[src/egcd_pkg.sv]
// Package for the extended GCD block: default width and sequencer states.
`timescale 1ns / 1ps
`default_nettype none

package egcd_pkg;

    // Default operand width in bits
    localparam int DEF_WIDTH = 32;

    // Sequencer states
    typedef enum logic [2:0] {
        S_IDLE,
        S_CHECK,
        S_DIV,
        S_UPDATE,
        S_DONE
    } t_state;

endpackage

`default_nettype wire

[src/extended_gcd.sv]
// Extended GCD: gcd and Bezout coefficients of two signed operands.
//
// Usage:
//   Input channel: i_valid / o_stall with i_first_operand and i_second_operand.
//   A word is taken at a rising edge with i_valid high and o_stall low.
//   Output channel: o_valid / i_stall with o_common_divisor, o_coeff_first and
//   o_coeff_second, so that gcd = a * coeff_first + b * coeff_second.
//   Each quotient step runs a WIDTH-bit restoring division, then an update
//   and a check; 32-bit operands need at most about 46 quotient steps.
//   The serial divide loop, which also accumulates both
//   quotient-times-coefficient products one bit per cycle, sets the run
//   time. One item is in work at a time.
//   Results sit in an output register: the block takes the next word while
//   a finished result still waits, but it cannot finish that next item until
//   the register is free. While i_stall is high the output word holds.
//   Reset (synchronous, active low) returns the sequencer to idle and drops
//   any pending output word.
`timescale 1ns / 1ps
`default_nettype none

module extended_gcd #(
    parameter int WIDTH = egcd_pkg::DEF_WIDTH
) (
    input  wire logic                    i_clk,
    input  wire logic                    i_rst_n,
    input  wire logic                    i_valid,
    output logic                         o_stall,
    input  wire logic signed [WIDTH-1:0] i_first_operand,
    input  wire logic signed [WIDTH-1:0] i_second_operand,
    output logic                         o_valid,
    input  wire logic                    i_stall,
    output logic [WIDTH-2:0]             o_common_divisor,
    output logic signed [WIDTH-1:0]      o_coeff_first,
    output logic signed [WIDTH-1:0]      o_coeff_second
);

    import egcd_pkg::*;

    localparam int XW = WIDTH + 2;
    localparam int CW = $clog2(WIDTH);

    t_state r_state, n_state;

    // Euclid state: operands as sign and magnitude, coefficients signed
    logic                 r_a_neg, r_b_neg;
    logic [WIDTH-1:0]     r_a_mag, r_b_mag;
    logic signed [XW-1:0] r_x, r_y, r_xn, r_yn;

    // Serial divider and product accumulators
    logic [WIDTH-1:0]     r_rem, r_quo;
    logic signed [XW-1:0] r_px, r_py;
    logic [CW-1:0]        r_cnt;

    // Output register
    logic                 r_out_valid, n_out_valid;
    logic [WIDTH-2:0]     r_out_g;
    logic [WIDTH-1:0]     r_out_x, r_out_y;

    // Control strobes
    logic accept, ld_div, do_step, do_upd, out_free, out_wr;

    // Datapath wires
    logic                 in_a_neg, in_b_neg;
    logic [WIDTH-1:0]     in_a_mag, in_b_mag;
    logic [WIDTH+1:0]     trial;
    logic                 qbit;
    logic                 qneg, fin_neg;
    logic signed [XW-1:0] x_fin, y_fin;

    // Take magnitudes of the incoming operands
    always_comb begin
        in_a_neg = i_first_operand[WIDTH-1];
        in_b_neg = i_second_operand[WIDTH-1];
        in_a_mag = in_a_neg ? (~i_first_operand + 1'b1) : i_first_operand;
        in_b_mag = in_b_neg ? (~i_second_operand + 1'b1) : i_second_operand;
    end

    // Restoring division step on magnitudes
    always_comb begin
        trial = {1'b0, r_rem, r_quo[WIDTH-1]} - {2'b00, r_b_mag};
        qbit  = ~trial[WIDTH+1];
    end

    // Quotient sign and final sign fix
    always_comb begin
        qneg    = r_a_neg ^ r_b_neg;
        fin_neg = r_a_neg || (r_a_mag == '0);
        x_fin   = fin_neg ? -r_x : r_x;
        y_fin   = fin_neg ? -r_y : r_y;
    end

    // Next state
    always_comb begin
        n_state = r_state;
        case (r_state)
            S_IDLE: begin
                if (i_valid) n_state = S_CHECK;
            end
            S_CHECK: begin
                n_state = (r_b_mag == '0) ? S_DONE : S_DIV;
            end
            S_DIV: begin
                if (r_cnt == '0) n_state = S_UPDATE;
            end
            S_UPDATE: begin
                n_state = S_CHECK;
            end
            S_DONE: begin
                if (out_free) n_state = S_IDLE;
            end
            default: n_state = S_IDLE;
        endcase
    end

    // Sequencer outputs
    always_comb begin
        out_free = !r_out_valid || !i_stall;
        o_stall  = (r_state != S_IDLE);
        accept   = (r_state == S_IDLE) && i_valid;
        ld_div   = (r_state == S_CHECK) && (r_b_mag != '0);
        do_step  = (r_state == S_DIV);
        do_upd   = (r_state == S_UPDATE);
        out_wr   = (r_state == S_DONE) && out_free;
    end

    // Output word valid: set on write, drop when taken
    always_comb begin
        n_out_valid = r_out_valid;
        if (out_wr) begin
            n_out_valid = 1'b1;
        end else if (r_out_valid && !i_stall) begin
            n_out_valid = 1'b0;
        end
    end

    // Control registers
    always_ff @(posedge i_clk) begin
        if (!i_rst_n) begin
            r_state     <= S_IDLE;
            r_out_valid <= 1'b0;
        end else begin
            r_state     <= n_state;
            r_out_valid <= n_out_valid;
        end
    end

    // Euclid datapath: load, divide, update
    always_ff @(posedge i_clk) begin
        if (accept) begin
            r_a_neg <= in_a_neg;
            r_a_mag <= in_a_mag;
            r_b_neg <= in_b_neg;
            r_b_mag <= in_b_mag;
            r_x     <= XW'(1);
            r_y     <= '0;
            r_xn    <= '0;
            r_yn    <= XW'(1);
        end
        if (ld_div) begin
            r_rem <= '0;
            r_quo <= r_a_mag;
            r_px  <= '0;
            r_py  <= '0;
            r_cnt <= CW'(WIDTH - 1);
        end
        if (do_step) begin
            r_rem <= qbit ? trial[WIDTH-1:0] : {r_rem[WIDTH-2:0], r_quo[WIDTH-1]};
            r_quo <= {r_quo[WIDTH-2:0], 1'b0};
            r_px  <= (r_px <<< 1) + (qbit ? r_xn : '0);
            r_py  <= (r_py <<< 1) + (qbit ? r_yn : '0);
            r_cnt <= r_cnt - 1'b1;
        end
        // Advance: (a, b) <- (b, a mod b), coefficients shift down one row
        if (do_upd) begin
            r_a_neg <= r_b_neg;
            r_a_mag <= r_b_mag;
            r_b_neg <= r_a_neg;
            r_b_mag <= r_rem;
            r_x     <= r_xn;
            r_y     <= r_yn;
            r_xn    <= qneg ? (r_x + r_px) : (r_x - r_px);
            r_yn    <= qneg ? (r_y + r_py) : (r_y - r_py);
        end
    end

    // Output payload register
    always_ff @(posedge i_clk) begin
        if (out_wr) begin
            r_out_g <= r_a_mag[WIDTH-2:0];
            r_out_x <= x_fin[WIDTH-1:0];
            r_out_y <= y_fin[WIDTH-1:0];
        end
    end

    assign o_valid          = r_out_valid;
    assign o_common_divisor = r_out_g;
    assign o_coeff_first    = r_out_x;
    assign o_coeff_second   = r_out_y;

`ifndef SYNTHESIS
    // Division ends after the last quotient bit
    a_div_end: assert property (@(posedge i_clk) disable iff (!i_rst_n)
        (r_state == S_DIV && r_cnt == '0) |=> (r_state == S_UPDATE))
        else $error("divide loop did not hand over to update");

    // Remainder is below the divisor when the step completes
    a_rem_lt: assert property (@(posedge i_clk) disable iff (!i_rst_n)
        (r_state == S_UPDATE) |-> (r_rem < r_b_mag))
        else $error("remainder not below divisor");

    // Operands shrink after every update
    a_shrink: assert property (@(posedge i_clk) disable iff (!i_rst_n)
        (r_state == S_UPDATE) |=> (r_b_mag < r_a_mag))
        else $error("Euclid step did not reduce operands");

    // A taken input word blocks the input until the item is done
    a_busy: assert property (@(posedge i_clk) disable iff (!i_rst_n)
        (i_valid && !o_stall) |=> (o_stall && r_state == S_CHECK))
        else $error("input accepted but sequencer not started");
`endif

endmodule

`default_nettype wire

[config.mk]
export PLATFORM = sky130hd
export DESIGN_NAME = extended_gcd
export DESIGN_NICKNAME = d
export VERILOG_FILES = /design/src/egcd_pkg.sv /design/src/extended_gcd.sv
export SDC_FILE = /design/constraint.sdc
export NUM_CORES = 1
export LEC_CHECK = 0
export BUFFER_PORTS_ARGS = -buffer_cell sky130_fd_sc_hd__buf_2
export CORE_MARGIN = 4
export CORE_UTILIZATION = 51
export CTS_BUF_LIST = sky130_fd_sc_hd__clkbuf_4
export DETAILED_ROUTE_END_ITERATION = 7
export GPL_ROUTABILITY_DRIVEN = 1
export PLACE_DENSITY = 0.69
export SYNTH_ARGS = -nofsm -noshare
export SYNTH_HDL_FRONTEND = slang
export SYNTH_SLANG_ARGS = --single-unit
export TNS_END_PERCENT = 50
[constraint.sdc]
create_clock -name i_clk -period 15.1 [get_ports i_clk]
set_clock_uncertainty 0.05 [all_clocks]
set_input_delay 1.51 -clock i_clk [delete_from_list [all_inputs] [get_ports i_clk]]
set_output_delay 1.51 -clock i_clk [all_outputs]
set_load 0.05 [all_outputs]
==> impl_metrics.yaml <==
sta:
  max_slew.worst_pin.slew_ns: 1.260
  fmax_mhz: 153.0
  final_max_slew_viol_count: 0
  hold_viol: 0
  timing.setup.tns_ns: 0
  final-setup-viol-count: 0
  fin_crit_ns: 6.536
  hold_slack_ns: 0.4433
  rsz0062_at_grt: "false"
  post-route-period-util_pct: 43.28
  slew_headroom_pct: 15.98
flow_run:
  cap_violations: 0
routing:
  drt_wl_total_um: 71900
  drc_errors: 0
  viasPerCell: 5.949
  routedWlPerCell_um: 19.31
  firstDrtPassIters: 8
  dr_total_vias: 22160
  drtIter0Drc: 2006
  ant_nets: 0
cts:
  cts_resized: 0
  cts.clk_slew.worst_paths_ns: 0.07
  cts_buffers: 116
  ctsHoldBuffers: 0
  htree_levels: 3
  cts.sinks: 426
  cts_tree: "built"
  ctsRootBufferMaster: "clkbuf_4"
  clk_path_buf_depth: 3
  post-cts-setup-buffer-count: 0
  clock_latency_ns: 0.90
critical_path:
  slowest_stage: "nand3_2"
  startpoint: "r_b_mag[1]$_DFFE_PP_"
  path_depth: 22
  crit_arrival_ns: 7.09
  worstSetupPathType: "flip-flop to flip-flop"
  path_cells: "inv_1 > ha_1 > nor2b_1 > o31ai_1 > a21bo_2 > a21oi_1 > o211ai_1 > a21o_1 > nand3_2 > buf_4 > and2_1 > ha_1 > fa_1 > a211o_1 > a2111oi_0 > or3_1 > a21oi_1 > a21bo_2 > a41oi_1 > a21oi_1 > xnor3_1 > nor2_1"
  worstPathRequired_ns: 15.65
  max_stage_delay_ns: 0.66
  cp_top_family: "compound AO/OA/AOI/OAI gates"
  path_buf_inv: 2
  end_kind: "flip-flop"
  crit_top_cell: "a21oi_1"
  r2r_end: "r_px[31]$_SDFFCE_PN0P_"
  path_max_fanout: 49
  r2r-start: "r_b_mag[1]$_DFFE_PP_"
  worstSetupEndpoint: "r_px[31]$_SDFFCE_PN0P_"
  reg2reg_depth: 22
  r2r_setup_slack_ns: 8.56
  critPathLaunchType: "flip-flop"
cells_and_area:
  final_area_um2: 30610
  final_util_pct: 57.68
  nets: 3166
  drive_gt1_share_pct: 13.83
  area_growth_pct: 11.00
  fillers: 4563
hold_path:
  hp-class: "flip-flop to flip-flop"
die:
  die_area_um2: 57860
  core_um2: 53080
  dieWidth_um: 240.5
  die_height_um: 240.5
  start_util_pct: 51.96
  ios: 165
  rows: 84
global_routing:
  antenna_found_initial: 6
  grt_pass1_wl_um: 114000
  gr-total-overflow: 0
  grt_use_total_pct: 24.43
  grt_max_degree: 96
  grt_pass1_vias: 21740
yosys:
  synth_cell_type_count: 79
  netlist_instances: 2738
  yosys_register_bits: 426
  synth_top_area_share_pct: 45.84
  synth.area.top_cells: "edfxtp_1 46%, ha_1 7.3%, xnor2_1 4.8%"
  ys_async_sr_fraction_pct: 0
  syn_nets: 2972
  ys_seq_area_share_pct: 46.20
  synth_warnings: 0
  synth_edf_count: 421
  synth_top_area_cell: "edfxtp_1"
  synth_area_um2: 27580
  avgSynthCellArea_um2: 10.07
  synth-main-ff-cell: "edfxtp_1"
place:
  gp_congestion: 0.9275
  dp_hpwl_um: 51350
  dpl-instance-area_um2: 29070
  io_buffers: 164
power:
  ir_drop_mv: 0.06827
  leakage_nw: 12.20
  p_per_area_nw_per_um2: 119.8
run_status:
  status: "completed"
## sequential cells by signal, indices dropped and copies added (netlist names)
| signal | count |
|---|---|
| r_state | 3 |
| r_x | 32 |
| o_coeff_first | 32 |
| r_px | 32 |
| r_quo | 32 |
| o_coeff_second | 32 |
| r_b_mag | 32 |
| o_valid | 1 |
| r_a_neg | 1 |
| r_rem | 32 |
| r_b_neg | 1 |
| o_common_divisor | 31 |
| r_a_mag | 32 |
| r_py | 32 |
| r_cnt | 5 |
| r_y | 32 |
| r_xn | 32 |
| r_yn | 32 |
## where the power goes
| part | internal, mW | switching [mW] | total (mW) |
|---|---|---|---|
| clock | 0.556 | 0.510 | 1.07 |
| sequential | 1.42 | 0.0882 | 1.51 |
| combinational | 0.440 | 0.650 | 1.09 |
## layer usage
metal  up-vias  wire length [um]  track usage [%]
met4         2              2215            8.534
met5         -                 8                0
met3       147              5094            4.925
met1     10530             31290            33.19
met2       790             33300            39.41
li1      10690                 -                -
## worst min path at each step
stage	from	to	slack, ns	cells after the start
final	r_a_mag[25]$_DFFE_PP_	o_common_divisor[25]$_DFFE_PP_	0.44	0
after floorplan	r_a_mag[0]$_DFFE_PP_	o_common_divisor[0]$_DFFE_PP_	0.40	0
after global placement	r_quo[0]$_SDFFE_PP0P_	r_quo[0]$_SDFFE_PP0P_	0.43	2
after global routing	r_a_mag[29]$_DFFE_PP_	o_common_divisor[29]$_DFFE_PP_	0.45	0
after detailed placement	r_a_mag[25]$_DFFE_PP_	o_common_divisor[25]$_DFFE_PP_	0.43	0
after CTS	r_a_mag[25]$_DFFE_PP_	o_common_divisor[25]$_DFFE_PP_	0.45	0
## Yosys cell counts, types with 39 or more instances
library cell and count:
o31ai_1 39, nor3_1 58, ha_1 161, a21o_1 76
and3_1 102, nand3_1 52, o21ai_0 170, nand2_1 252
a21oi_1 182, clkbuf_1 90, and2_1 71, inv_1 96
xor2_1 124, edfxtp_1 421, xnor2_1 150, nor2_1 189
## cells by family (layout without fill, tap and decap cells)
group	count (synthesis)	after routing	synth area share (%)
AND/OR/NAND/NOR	939	939	17.34
AO/OA/AOI/OAI	719	719	16.81
flip-flops	426	426	46.20
XOR/XNOR	275	275	8.784
buffers and inverters	200	492	2.722
adder cells (fa/ha/maj)	166	166	7.668
multiplexers	13	13	0.4764
other	0	6	0
## cell usage in the layout (no fill, tap or decap), drive strengths merged, types with 102 or more instances in the layout
| cell type | instances |
|---|---|
| o21ai | 188 |
| ha | 161 |
| buf | 180 |
| xnor2 | 150 |
| nor2 | 189 |
| xor2 | 124 |
| clkbuf | 178 |
| nand2 | 252 |
| and3 | 102 |
| edfxtp | 421 |
| a21oi | 182 |
## final cells by class
type / instances / area [um^2] / area share [%]
multi-input cells: 2112 / 14160 / 46.26
flip-flops and latches: 426 / 12740 / 41.63
clock buffers: 178 / 1336 / 4.365
repair buffers: 180 / 940.9 / 3.074
well taps: 688 / 860.8 / 2.812
inverters: 96 / 360.3 / 1.177
clock inverters: 38 / 193.9 / 0.6335
diodes: 6 / 15.01 / 0.04905
## through the flow
step	setup slack [ns]	total power, mW	cells
final	8.564	3.666	3724
after global placement	8.664	2.579	3502
after detailed placement	8.597	2.604	3502
after floorplan	3.334	2.362	2738
after CTS	8.567	3.681	3718
after global routing	8.052	3.895	3723
Power figures use the tool's default switching activity.
